==> src/rtl/ffca_pkg.sv <==
`default_nettype none
package ffca_pkg;

    localparam int MAX_BLOCKS = 64;
    localparam int MAX_FILES  = 16;
    localparam int BIDX_W     = $clog2(MAX_BLOCKS) + 1;
    localparam int BADDR_W    = $clog2(MAX_BLOCKS);
    localparam int FIDX_W     = $clog2(MAX_FILES) + 1;
    localparam int FADDR_W    = $clog2(MAX_FILES);

    localparam logic [8:0] OWNER_NONE = 9'd511;
    localparam logic [6:0] DISK_RESET = 7'd64;

    typedef enum logic [1:0] {
        REQ_CREATE  = 2'd0,
        REQ_DELETE  = 2'd1,
        REQ_PRELOAD = 2'd2,
        REQ_CLEAR   = 2'd3
    } req_t;

    typedef enum logic [3:0] {
        STS_OK        = 4'd0,
        STS_BAD_LEN   = 4'd1,
        STS_TOO_FEW   = 4'd2,
        STS_EXISTS    = 4'd3,
        STS_NO_RUN    = 4'd4,
        STS_NOT_FOUND = 4'd5,
        STS_NOT_PERM  = 4'd6,
        STS_FULL      = 4'd7,
        STS_BAD_PRE   = 4'd8
    } sts_t;

    typedef enum logic [1:0] {
        ACT_FAIL = 2'd0,
        ACT_RUN  = 2'd1,
        ACT_MARK = 2'd2,
        ACT_WIPE = 2'd3
    } act_t;

    typedef enum logic [2:0] {
        ST_IDLE,
        ST_LOOKUP,
        ST_DECIDE,
        ST_RUN,
        ST_MARK,
        ST_FIN,
        ST_OUT
    } state_t;

    typedef struct packed {
        logic cfg_write;
        logic load;
        logic lk_step;
        logic fail_dec;
        logic fail_run;
        logic wipe;
        logic run_clear;
        logic run_step;
        logic commit;
        logic mark_step;
        logic finish;
    } cmd_t;

    typedef struct packed {
        logic lk_done;
        act_t act;
        logic run_done;
        logic run_found;
        logic mark_last;
    } stat_t;

    typedef struct packed {
        logic [15:0] name;
        logic [6:0]  start;
        logic [6:0]  length;
        logic [8:0]  owner;
    } entry_t;

endpackage
`default_nettype wire

==> src/rtl/ffca_ctrl.sv <==
`default_nettype none
module ffca_ctrl
    import ffca_pkg::*;
(
    input  wire         aclk,
    input  wire         aresetn,
    input  wire         s_tvalid,
    output logic        s_tready,
    output logic        m_tvalid,
    input  wire         m_tready,
    input  wire         cfg_valid,
    output logic        cfg_ready,
    input  stat_t       stat,
    output cmd_t        cmd
);

    state_t state_reg, state_next;

    always_ff @(posedge aclk) begin
        if (!aresetn) begin
            state_reg <= ST_IDLE;
        end else begin
            state_reg <= state_next;
        end
    end

    always_comb begin
        state_next = state_reg;
        unique case (state_reg)
            ST_IDLE: begin
                if (!cfg_valid && s_tvalid) state_next = ST_LOOKUP;
            end
            ST_LOOKUP: begin
                if (stat.lk_done) state_next = ST_DECIDE;
            end
            ST_DECIDE: begin
                unique case (stat.act)
                    ACT_RUN:  state_next = ST_RUN;
                    ACT_MARK: state_next = ST_MARK;
                    default:  state_next = ST_OUT;
                endcase
            end
            ST_RUN: begin
                if (stat.run_done) state_next = stat.run_found ? ST_MARK : ST_OUT;
            end
            ST_MARK: begin
                if (stat.mark_last) state_next = ST_FIN;
            end
            ST_FIN:  state_next = ST_OUT;
            ST_OUT: begin
                if (m_tready) state_next = ST_IDLE;
            end
            default: state_next = ST_IDLE;
        endcase
    end

    always_comb begin
        cmd       = '0;
        s_tready  = 1'b0;
        cfg_ready = 1'b0;
        m_tvalid  = 1'b0;
        unique case (state_reg)
            ST_IDLE: begin
                cfg_ready     = 1'b1;
                s_tready      = !cfg_valid;
                cmd.cfg_write = cfg_valid;
                cmd.load      = !cfg_valid && s_tvalid;
            end
            ST_LOOKUP: cmd.lk_step = !stat.lk_done;
            ST_DECIDE: begin
                unique case (stat.act)
                    ACT_FAIL: cmd.fail_dec  = 1'b1;
                    ACT_WIPE: cmd.wipe      = 1'b1;
                    ACT_RUN:  cmd.run_clear = 1'b1;
                    default:  cmd.commit    = 1'b1;
                endcase
            end
            ST_RUN: begin
                cmd.run_step = !stat.run_done;
                cmd.commit   = stat.run_done && stat.run_found;
                cmd.fail_run = stat.run_done && !stat.run_found;
            end
            ST_MARK: cmd.mark_step = 1'b1;
            ST_FIN:  cmd.finish    = 1'b1;
            ST_OUT:  m_tvalid      = 1'b1;
            default: ;
        endcase
    end

endmodule
`default_nettype wire

==> src/rtl/ffca_dp.sv <==
`default_nettype none
module ffca_dp
    import ffca_pkg::*;
(
    input  wire         aclk,
    input  wire         aresetn,
    input  wire  [1:0]  req_in,
    input  wire  [45:0] req_data,
    input  wire  [6:0]  cfg_data,
    input  cmd_t        cmd,
    output stat_t       stat,
    output logic [24:0] res_data
);

    logic [MAX_BLOCKS-1:0] used_reg;
    entry_t                tbl_reg [MAX_FILES];
    logic [FIDX_W-1:0]     n_reg;
    logic [6:0]            disk_reg;
    logic [6:0]            free_reg;

    req_t        req_reg;
    logic [7:0]  pid_reg;
    logic [15:0] key_reg;
    logic [6:0]  num_reg;
    logic [6:0]  sblk_reg;
    logic [7:0]  prio_reg;

    logic [FIDX_W-1:0] fidx_reg;
    logic              hit_reg;
    logic [BIDX_W-1:0] bidx_reg;
    logic [6:0]        run_reg;
    logic [6:0]        st_reg;
    logic              found_reg;
    logic [6:0]        mk_start_reg;
    logic [6:0]        mk_len_reg;
    logic              mk_val_reg;
    logic [6:0]        cnt_reg;
    logic [24:0]       res_reg;

    entry_t      cur;
    entry_t      hit_e;
    logic        full;
    sts_t        code;
    act_t        act;
    logic [7:0]  pre_end;
    logic [7:0]  mk_end;
    logic        in_range;
    logic        new_bit;
    logic [6:0]  cfg_clamped;
    logic        cur_used;

    assign cur      = tbl_reg[fidx_reg[FADDR_W-1:0]];
    assign hit_e    = cur;
    assign full     = (n_reg == FIDX_W'(MAX_FILES));
    assign pre_end  = {1'b0, sblk_reg} + {1'b0, num_reg};
    assign mk_end   = {1'b0, mk_start_reg} + {1'b0, mk_len_reg};
    assign cur_used = used_reg[bidx_reg[BADDR_W-1:0]];
    assign in_range = ({1'b0, bidx_reg} >= {1'b0, mk_start_reg})
                   && ({1'b0, bidx_reg} < mk_end);
    assign new_bit  = in_range ? mk_val_reg : cur_used;

    always_comb begin
        if (cfg_data == 7'd0) begin
            cfg_clamped = 7'd1;
        end else if (cfg_data > 7'(MAX_BLOCKS)) begin
            cfg_clamped = 7'(MAX_BLOCKS);
        end else begin
            cfg_clamped = cfg_data;
        end
    end

    always_comb begin
        act  = ACT_FAIL;
        code = STS_OK;
        case (req_reg)
            REQ_CREATE: begin
                if (num_reg == 7'd0)           code = STS_BAD_LEN;
                else if (num_reg > free_reg)   code = STS_TOO_FEW;
                else if (hit_reg)              code = STS_EXISTS;
                else if (full)                 code = STS_FULL;
                else                           act  = ACT_RUN;
            end
            REQ_DELETE: begin
                if (!hit_reg) begin
                    code = STS_NOT_FOUND;
                end else if (prio_reg != 8'd0 && hit_e.owner != {1'b0, pid_reg}) begin
                    code = STS_NOT_PERM;
                end else begin
                    act = ACT_MARK;
                end
            end
            REQ_PRELOAD: begin
                if (num_reg == 7'd0 || pre_end > {1'b0, disk_reg}) code = STS_BAD_PRE;
                else if (full)                                     code = STS_FULL;
                else                                               act  = ACT_MARK;
            end
            default: act = ACT_WIPE;
        endcase
    end

    assign stat.lk_done   = hit_reg || (fidx_reg == n_reg);
    assign stat.act       = act;
    assign stat.run_done  = found_reg || (bidx_reg == disk_reg);
    assign stat.run_found = found_reg;
    assign stat.mark_last = (bidx_reg == BIDX_W'(MAX_BLOCKS - 1));
    assign res_data       = res_reg;

    // request fields and scan registers
    always_ff @(posedge aclk) begin
        if (cmd.load) begin
            req_reg  <= req_t'(req_in);
            pid_reg  <= req_data[7:0];
            key_reg  <= req_data[23:8];
            num_reg  <= req_data[30:24];
            sblk_reg <= req_data[37:31];
            prio_reg <= req_data[45:38];
            fidx_reg <= '0;
            hit_reg  <= 1'b0;
        end
        if (cmd.lk_step) begin
            if (cur.name == key_reg) hit_reg <= 1'b1;
            else                     fidx_reg <= fidx_reg + 1'b1;
        end
        if (cmd.run_clear) begin
            bidx_reg  <= '0;
            run_reg   <= '0;
            found_reg <= 1'b0;
        end
        if (cmd.run_step) begin
            if (!cur_used) begin
                if (run_reg == 7'd0) st_reg <= bidx_reg;
                run_reg <= run_reg + 7'd1;
                if (run_reg + 7'd1 == num_reg) found_reg <= 1'b1;
            end else begin
                run_reg <= '0;
            end
            bidx_reg <= bidx_reg + 1'b1;
        end
        if (cmd.commit) begin
            bidx_reg <= '0;
            cnt_reg  <= '0;
            case (req_reg)
                REQ_CREATE: begin
                    mk_start_reg <= st_reg;
                    mk_len_reg   <= num_reg;
                    mk_val_reg   <= 1'b1;
                end
                REQ_PRELOAD: begin
                    mk_start_reg <= sblk_reg;
                    mk_len_reg   <= num_reg;
                    mk_val_reg   <= 1'b1;
                end
                default: begin
                    mk_start_reg <= hit_e.start;
                    mk_len_reg   <= hit_e.length;
                    mk_val_reg   <= 1'b0;
                end
            endcase
        end
        if (cmd.mark_step) begin
            bidx_reg <= bidx_reg + 1'b1;
            if (bidx_reg < disk_reg && !new_bit) cnt_reg <= cnt_reg + 7'd1;
        end
        if (cmd.fail_dec) res_reg <= {free_reg, 7'd0, 6'd0, code, 1'b0};
        if (cmd.fail_run) res_reg <= {free_reg, 7'd0, 6'd0, STS_NO_RUN, 1'b0};
        if (cmd.wipe)     res_reg <= {disk_reg, 7'd0, 6'd0, STS_OK, 1'b1};
        if (cmd.finish)   res_reg <= {cnt_reg, mk_len_reg, mk_start_reg[5:0], STS_OK, 1'b1};
    end

    // extent table, kept packed in slots below n_reg
    always_ff @(posedge aclk) begin
        if (cmd.commit) begin
            case (req_reg)
                REQ_CREATE: tbl_reg[n_reg[FADDR_W-1:0]] <=
                    '{name: key_reg, start: st_reg, length: num_reg, owner: {1'b0, pid_reg}};
                REQ_PRELOAD: tbl_reg[n_reg[FADDR_W-1:0]] <=
                    '{name: key_reg, start: sblk_reg, length: num_reg, owner: OWNER_NONE};
                default: begin
                    for (int j = 0; j < MAX_FILES - 1; j++) begin
                        if (FIDX_W'(j) >= fidx_reg) tbl_reg[j] <= tbl_reg[j + 1];
                    end
                end
            endcase
        end
    end

    always_ff @(posedge aclk) begin
        if (!aresetn) begin
            used_reg <= '0;
            n_reg    <= '0;
            disk_reg <= DISK_RESET;
            free_reg <= DISK_RESET;
        end else begin
            if (cmd.cfg_write) begin
                used_reg <= '0;
                n_reg    <= '0;
                disk_reg <= cfg_clamped;
                free_reg <= cfg_clamped;
            end
            if (cmd.wipe) begin
                used_reg <= '0;
                n_reg    <= '0;
                free_reg <= disk_reg;
            end
            if (cmd.commit) begin
                if (req_reg == REQ_DELETE) n_reg <= n_reg - 1'b1;
                else                       n_reg <= n_reg + 1'b1;
            end
            if (cmd.mark_step) used_reg[bidx_reg[BADDR_W-1:0]] <= new_bit;
            if (cmd.finish)    free_reg <= cnt_reg;
        end
    end

endmodule
`default_nettype wire

==> src/rtl/first_fit_contiguous_block_allocator.sv <==
// create runs a table lookup, a first-fit run scan and the map pass; delete and preload run
// the lookup and the map pass; clear and failures end after the lookup or the run scan
// the block takes one request at a time; the next is accepted once the result transfer is done
// the map pass walks one block a cycle and recounts the free blocks on the way
// reset (aresetn low, synchronous) empties the map and table and sets 64 disk blocks
// a disk_blocks write also empties the map and table
`default_nettype none
module first_fit_contiguous_block_allocator
    import ffca_pkg::*;
(
    input  wire         aclk,
    input  wire         aresetn,
    input  wire         s_tvalid,
    output logic        s_tready,
    input  wire  [47:0] s_tdata,  // pid, name_key, num_blocks, start_block, priority_req
    input  wire  [1:0]  s_tuser,  // req_type
    output logic        m_tvalid,
    input  wire         m_tready,
    output logic [31:0] m_tdata,  // ok, status, extent_start, extent_length, free_blocks
    input  wire         cfg_valid,
    output logic        cfg_ready,
    input  wire  [6:0]  cfg_data
);

    cmd_t        cmd;
    stat_t       stat;
    logic [24:0] res;

    ffca_ctrl u_ctrl (
        .aclk      (aclk),
        .aresetn   (aresetn),
        .s_tvalid  (s_tvalid),
        .s_tready  (s_tready),
        .m_tvalid  (m_tvalid),
        .m_tready  (m_tready),
        .cfg_valid (cfg_valid),
        .cfg_ready (cfg_ready),
        .stat      (stat),
        .cmd       (cmd)
    );

    ffca_dp u_dp (
        .aclk     (aclk),
        .aresetn  (aresetn),
        .req_in   (s_tuser),
        .req_data (s_tdata[45:0]),
        .cfg_data (cfg_data),
        .cmd      (cmd),
        .stat     (stat),
        .res_data (res)
    );

    assign m_tdata = {7'd0, res};

endmodule
`default_nettype wire
==> config.mk <==
export PLATFORM = sky130hd
export DESIGN_NAME = first_fit_contiguous_block_allocator
export DESIGN_NICKNAME = d
export VERILOG_FILES = /design/src/rtl/ffca_pkg.sv /design/src/rtl/ffca_ctrl.sv /design/src/rtl/ffca_dp.sv /design/src/rtl/first_fit_contiguous_block_allocator.sv
export SDC_FILE = /design/constraint.sdc
export NUM_CORES = 1
export LEC_CHECK = 0
export BUFFER_PORTS_ARGS = -buffer_cell sky130_fd_sc_hd__buf_2
export CAP_MARGIN = 5
export CORE_MARGIN = 4
export CORE_UTILIZATION = 40
export DETAILED_ROUTE_END_ITERATION = 8
export REMOVE_ABC_BUFFERS = 1
export SLEW_MARGIN = 30
export SYNTH_ARGS = -nofsm -noshare
export SYNTH_HDL_FRONTEND = slang
export SYNTH_HIERARCHICAL = 1
export SYNTH_SLANG_ARGS = --single-unit
==> constraint.sdc <==
create_clock -name aclk -period 10.81 [get_ports aclk]
set_input_delay 0.5405 -clock aclk [delete_from_list [all_inputs] [get_ports aclk]]
set_output_delay 0.5405 -clock aclk [all_outputs]
set_load 0.1 [all_outputs]
Word level (Yosys, flattened, before mapping)
Memories as Yosys holds them, arrays and structs flattened. A register that Yosys moved wholly into a read port is not among the register bits.
Index checks and enable logic that the tools add are counted.
- register bits after elaboration: 209
- RAM bits: 624
- output and inout bits: 35
- memories: 1
- memories (memory ; words ; bits a word ; read ports ; clocked after memory_dff ; wr ports ; RTL line ; source):
    u_dp.tbl_reg ; 16 ; 39 ; 16 ; 1 ; 15 ; ffca_dp.sv:16 ; entry_t tbl_reg [MAX_FILES];
- $add $sub $neg: 8
- magnitude comparators: 23
- equality and inequality tests: 23
- mux-type cells: 156
- bitwise operators: 2
- reduce and logical (&&, ||, !) cells: 35
- operator list (operator ; count):
    two-way mux 64 bit ; 4
    two-way mux 7 bit ; 15
    two-way mux 25 bit ; 4
    two-way mux 1 bit ; 92
    two-way mux 39 bit ; 2
    bitwise mux 64 bit ; 1
    OR reduction 39 bit ; 1
    greater-or-equal comparator 4 x 5 -> 1 bit (first input constant) ; 7
    two-way mux 5 bit ; 7
    two-way mux 4 bit ; 6
    adder 7 x 1 -> 7 bit (second input constant) ; 3
    logical NOT 7 bit ; 3
    two-way mux 3 bit ; 7
    one-hot mux 3 bit (7 select lines) ; 1
    greater-or-equal comparator 3 x 5 -> 1 bit (first input constant) ; 4
    two-way mux 2 bit ; 10
    adder 7 x 7 -> 8 bit ; 2
    == test 16 bit ; 1
    == test 7 bit ; 2
    one-hot mux 7 bit (2 select lines) ; 1
    one-hot mux 4 bit (3 select lines) ; 1
    adder 5 x 1 -> 5 bit (second input constant) ; 2
    greater-or-equal comparator 1 x 5 -> 1 bit (first input constant) ; 2
    greater-or-equal comparator 2 x 5 -> 1 bit (first input constant) ; 2
    other kinds (40) ; 67

Longest topological paths before layout
Gate-level depths: netlist of the first run.
- word-level depth: 14
- mapped depth: 25

Modules after synthesis
Netlist of the first run, hierarchy kept.
- modules (own cells, without submodules) (module ; instances ; cells each ; area each (µm²) ; seq. area each (µm²)):
    ffca_dp ; 1 ; 3426 ; 42114.1 ; 23902.9
    ffca_ctrl ; 1 ; 48 ; 357.8 ; 60.1
    first_fit_contiguous_block_allocator ; 1 ; 8 ; 56.3 ; 0.0

Worst setup path before layout of the first run
No wires, ideal clock.
- path type: reg-to-reg
- start: register u_dp.fidx_reg[0]
- end: memory u_dp/tbl_reg[3][0] in the netlist's numbering, enable pin
- setup time: 0.494 ns
- data arrival time: 7.810 ns
- required time: 10.316 ns
- path slack: 2.505 ns
- cell stages (with the launch flop): 16
- period minus slack after synthesis: 8.305 ns
- path through: dfxtp_1 buf_4 buf_4 mux4_2 mux4_2 nor4_4 nand3_1 o41ai_2 a311o_1 inv_1 o32ai_1 clkbuf_1 inv_1 nor2_1 nand3_1 o31ai_1
- RTL lines (element ; RTL line ; source):
    from (decl) ; ffca_dp.sv:28 ; logic [FIDX_W-1:0] fidx_reg;
    from (signal assigned) ; ffca_dp.sv:122 ; else fidx_reg <= fidx_reg + 1'b1;
    to (decl) ; ffca_dp.sv:16 ;

==> results.toml, run 1 <==
[placed_design]
gp_congestion = 0.825
place_area_um2 = 44600
dp_hpwl_um = 71400
io_buffer_count = 87

[synth]
synth_top_flop_cell = "edfxtp_1"
synth_seq_area_share_pct = 56.3
syn_avg_cell_area_um2 = 12.2
ys_ff_latch = 833
synthCells = 3482
syn_area_um2 = 42500
async_flop_share_pct = 0
yosysWarnings = 6
synth_edf_count = 728
ys_types = 78

[final_layout]
final_cell_mix = "edfxtp_1, nand2_1, nor2_1"
final-seq-area_um2 = 24000
area_delta_synth_final_pct = 12.2
multi_input_area_um2 = 17500
antenna_cells = 0
drive_gt1_share_pct = 21.5
largest_register_ffs = 624
nets = 3626
fillCellCount = 9559
layout_commonest_cell = "edfxtp_1"
final_cell_area_um2 = 47700

[detailed_routing]
drtPass1Iterations = 5
vias_per_cell = 5.75
routed_wl_um = 124000
wl_per_cell_um = 25.0
drc = 0
drtIter0Drc = 2929
final_antenna_net_count = 0
dr_total_vias = 28578

[sta]
min_period_over_period_pct = 74.6
rsz0062_at_grt = "false"
setup_viol = 0
holdWs_ps = 39.1
relSlewSlack_pct = 30.1
finClkSkew_ps = 33.5
report.final.slew_viol_count = 0
tightest_slew_ps = 1050
finalCriticalPeriod_ps = 8060
fmaxAchievable_mhz = 124
hold_viol_final = 0

[grt]
grt_pass1_vias = 27744
grt_max_degree = 109
grt_pass1_wl_um = 184000
grt.total_usage_pct = 21.8
antenna_found_initial = 1
grt.overflow.total = 0

[clocking]
cts_sinks = 833
htreeDepth = 3
cts_setup_buffers = 0
cts_tree = "done"
root_buffer = "clkbuf_16"
cts_buffers = 93
cts.path.max_buffers = 3
path_clk_slew_ps = 60
insertion_delay_ps = 690

[run]
cap_violations = 0

[critical_path]
worstSetupPathType = "flip-flop to flip-flop"
crit_path_end_kind = "flip-flop"
path_max_fanout = 56
required_ps = 11110
cp.arrival_ps = 8360
start_kind = "flip-flop"

[floorplan]
initial_utilization_pct = 40.3
core_um2 = 105000
ios = 97
dieHeight_um = 334
die-area_um2 = 112000
std_cell_rows = 119
die_w_um = 334

[power_and_ir_drop]
finalPower_mw = 9.58
p_leak_nw = 16.9
p_per_area_nw_per_um2 = 201
max-vdd-ir-drop_v = 0.000118

[hold_path]
hp-class = "input pin to flip-flop"

[status]
status = "finished clean"
## report_power, final
group          leakage [nW]  total [mW]  switching, mW  internal [mW]
combinational          8.01        2.38           1.54          0.847
sequential             7.43        4.13          0.259           3.87
clock                  1.42        3.07           1.34           1.73
total                  16.9        9.58           3.14           6.44
## cell type report
class / instances / area share (%)
multi-input combinational: 2309 / 36.6
inverter: 77 / 0.608
tap: 1391 / 3.65
timing repair buffer: 185 / 2.74
clock buffer: 123 / 5.31
sequential: 833 / 50.3
clock inverter: 48 / 0.789
## cell usage after synthesis (6+ instances only)
cell type | instances | area (um^2)
nand4_1 | 8 | 50.1
xor2_1 | 34 | 298
buf_1 | 26 | 97.6
o21ai_0 | 68 | 340
xnor2_1 | 26 | 228
mux4_1 | 17 | 447
nor3_1 | 30 | 150
buf_2 | 56 | 280
edfxtp_1 | 728 | 21900
dfxtp_1 | 105 | 2100
a21oi_1 | 262 | 1310
mux2i_1 | 66 | 661
a21o_1 | 18 | 135
mux4_2 | 164 | 3690
nand3_1 | 89 | 445
buf_6 | 6 | 67.6
o211ai_1 | 10 | 75.1
a22oi_1 | 10 | 75.1
o21ai_1 | 10 | 50.1
o31ai_1 | 65 | 488
nand2b_1 | 23 | 144
nor2b_1 | 17 | 106
or3_1 | 8 | 50.1
inv_1 | 74 | 278
buf_4 | 27 | 203
ha_1 | 62 | 776
and2_1 | 83 | 519
o21a_1 | 20 | 150
clkbuf_1 | 152 | 571
nor2_1 | 291 | 1090
and3_1 | 12 | 75.1
o22ai_1 | 13 | 81.3
nand2_1 | 580 | 2180
mux2_2 | 219 | 2470
nor4_1 | 7 | 43.8
and3b_1 | 10 | 87.6
## path summary, 6_finish.rpt
kind,start,end,slack (ps),depth (start not counted)
worst max-delay path,u_dp/fidx_reg[0]$_DFF_P_,u_dp/tbl_reg[0][27]$_DFFE_PP_,2750,20
worst min-delay path,s_tdata[14],u_dp/key_reg[6]$_DFFE_PP_,40,1
worst max register to register,u_dp/fidx_reg[0]$_DFF_P_,u_dp/tbl_reg[0][27]$_DFFE_PP_,2750,20
worst min register to register,u_dp/res_data[0]$_SDFFE_PP1P_,u_dp/res_data[0]$_SDFFE_PP1P_,480,2
## what timing repair did
action	4_1_cts	5_1_grt
hold buffers	15	0
resized for setup	0	0
endpoints found under the hold margin	15	0
## metrics by stage
step           util (%)  TNS [ps]  instances  setup slack [ps]
2_1_floorplan         -  -3050230       3219             -5150
3_3_place_gp       42.2         0       4774              2860
3_5_place_dp       42.3         0       4780              2820
4_1_cts            45.2         0       4966              2750
5_1_grt            45.3         0       4966              2350
6_report           45.3         0       4966              2750
## worst max-delay path, cell delays in order, from the launching register on
cell and delay, ps:
dfxtp_4 930, inv_1 580, buf_4 350, mux4_2 440, xor2_1 150, mux2i_1 150, nor4_4 220, nand3_1 150
o41ai_2 680, a311o_1 370, inv_1 110, o32ai_4 260, inv_1 230, nor3_2 200, buf_4 340, nand2_4 610
nor2_4 270, buf_4 490, o21ai_4 130, o21ai_4 340, buf_4 600
## metal layers
metal | vias up | wire, um | GRT usage, %
li1 | 12862 | - | -
met1 | 14365 | 51700 | 29.8
met2 | 1152 | 58800 | 35.6
met3 | 199 | 10000 | 4.42
met4 | 0 | 3780 | 6.33
met5 | - | 0 | 0
## logic make-up (layout without fill, tap and decap cells)
logic type               after synthesis  count (layout)  share of synthesized area, %
AO/OA/AOI/OAI                        531             531                          7.60
XOR/XNOR                              61              61                          1.27
adder cells (fa/ha/maj)               65              65                          1.97
buffers and inverters                346             433                          3.64
flip-flops                           833             833                          56.3
multiplexers                         466             466                          17.1
other                                  1               7                       0.00882
AND/OR/NAND/NOR                     1179            1179                          12.1
(Power assumes the default switching activity.)
==> run 2, diff against run 1 <==
- clock period: 10.81 -> 6.46 ns (I/O delays scaled with it)
==> results.toml, run 2 (same netlist as run 1, synthesis figures left out) <==
[final_layout]
largest_register_ffs = 624
area_delta_synth_final_pct = 14.5
final_cell_mix = "edfxtp_1, nand2_1, nor2_1"
layout_commonest_cell = "edfxtp_1"
drive_gt1_share_pct = 22.0
antenna_cells = 0
nets = 3698

[sta]
finClkSkew_ps = 34.7
setup_viol = 0
relSlewSlack_pct = 33.4
rsz0062_at_grt = "false"
fin_ws_ps = 562
tns_ps = 0
min_period_over_period_pct = 91.3
tightest_slew_ps = 999
finalCriticalPeriod_ps = 5900
hold_viol_final = 0
fmaxAchievable_mhz = 170
report.final.slew_viol_count = 0

[detailed_routing]
dr_total_vias = 29049
routed_wl_um = 125000
vias_per_cell = 5.76
drtPass1Iterations = 6
drc = 0
final_antenna_net_count = 0
drtIter0Drc = 3108
wl_per_cell_um = 24.8

[clocking]
cts_sinks = 833
insertion_delay_ps = 690
cts_setup_buffers = 0
cts_tree = "done"
htreeDepth = 3
root_buffer = "clkbuf_16"
cts_buffers = 94
cts.path.max_buffers = 3
path_clk_slew_ps = 70

[critical_path]
cp.arrival_ps = 6250
path_max_fanout = 43
crit_path_end_kind = "flip-flop"
start_kind = "flip-flop"
required_ps = 6810
worstSetupPathType = "flip-flop to flip-flop"
rrSetupSlack_ps = 560

[power_and_ir_drop]
finalPower_mw = 16.4
p_leak_nw = 17.3
max-vdd-ir-drop_v = 0.000233
p_per_area_nw_per_um2 = 337

[grt]
antenna_found_initial = 0
grt_pass1_vias = 28206
grt_max_degree = 87
grt.overflow.total = 0
grt_pass1_wl_um = 185000
grt.total_usage_pct = 22.0

[floorplan]
std_cell_rows = 119
die-area_um2 = 112000
ios = 97
initial_utilization_pct = 40.3
dieHeight_um = 334
core_um2 = 105000
die_w_um = 334

[hold_path]
hp-class = "input pin to flip-flop"

[placed_design]
gp_congestion = 0.837
dp_hpwl_um = 76000
io_buffer_count = 87
dp_slack_ps = 621

[run]
cap_violations = 0

[status]
status = "finished clean"
==> run 2: cell types whose count changed in the layout (fill, tap and decap cells not counted), sizes merged <==
| cell | delta |
|---|---|
| bufinv | +6 |
| inv | +5 |
| dlygate4sd3 | +38 |
| buf | +33 |
| clkbuf | -6 |
| clkinv | +1 |
| clkinvlp | -3 |
==> run 2: worst paths after layout <==
check | from | endpoint | cells after the start
hold / removal | cfg_data[2] | u_dp/disk_reg[2]$_SDFFE_PN0P_ | 4
setup reg to reg | u_dp/fidx_reg[2]$_DFF_P_ | u_dp/tbl_reg[1][9]$_DFFE_PP_ | 18
hold reg to reg | u_dp/used_reg[31]$_SDFF_PN0_ | u_dp/used_reg[31]$_SDFF_PN0_ | 2
setup / recovery | u_dp/fidx_reg[2]$_DFF_P_ | u_dp/tbl_reg[1][9]$_DFFE_PP_ | 18
==> run 2: repair_timing <==
item | in CTS | in global routing
gates resized for setup | 0 | 0
hold buffers | 53 | 0
endpoints found under the hold margin | 53 | 0
==> run 2: power breakdown <==
group | internal [mW] | switching, mW | total [mW]
combinational | 1.47 | 2.60 | 4.07
sequential | 6.47 | 0.411 | 6.88
clock | 3.16 | 2.31 | 5.47
total | 11.1 | 5.33 | 16.4
==> run 2: cell type report <==
cell class | instances | area (um^2)
repair buffers | 256 | 2080
inverters | 77 | 290
flip-flops and latches | 833 | 24000
clock buffers | 117 | 2520
fillers | 9540 | 56700
multi-input cells | 2309 | 17500
clock inverters | 57 | 612
well taps | 1391 | 1740
==> run 2: critical path: stages, from the launching register on <==
cell     delay [ps]
dfxtp_4         760
mux4_1          400
mux4_2          490
xor2_1          210
nor4_4          340
nand3_1         160
o41ai_2         240
buf_4           210
a311o_1         270
inv_1           110
o32ai_4         270
inv_1           220
nor3_2          200
buf_4           300
nand2_4         210
nor2_4          290
nand2_2         110
o21ai_4         360
buf_12          310
==> run 2: per-layer routing <==
| layer | track usage, % | wire length [um] | vias to the layer above |
|---|---|---|---|
| met5 | 0 | 0 | - |
| met4 | 6.71 | 3990 | 0 |
| met3 | 3.19 | 9470 | 214 |
| met2 | 36.4 | 59200 | 1244 |
| met1 | 30.3 | 52400 | 14600 |
| li1 | - | - | 12991 |
==> run 2: per-stage QoR <==
step	utilization (%)	hold slack (ps)	cell area, um^2	instances
3_3_place_gp	42.7	463	45000	4813
6_report	46.2	42.7	48700	5040
4_1_cts	46.2	18.2	48700	5040
5_1_grt	46.2	60.1	48700	5040
2_1_floorplan	-	412	41300	3219
3_5_place_dp	42.7	475	45000	4813
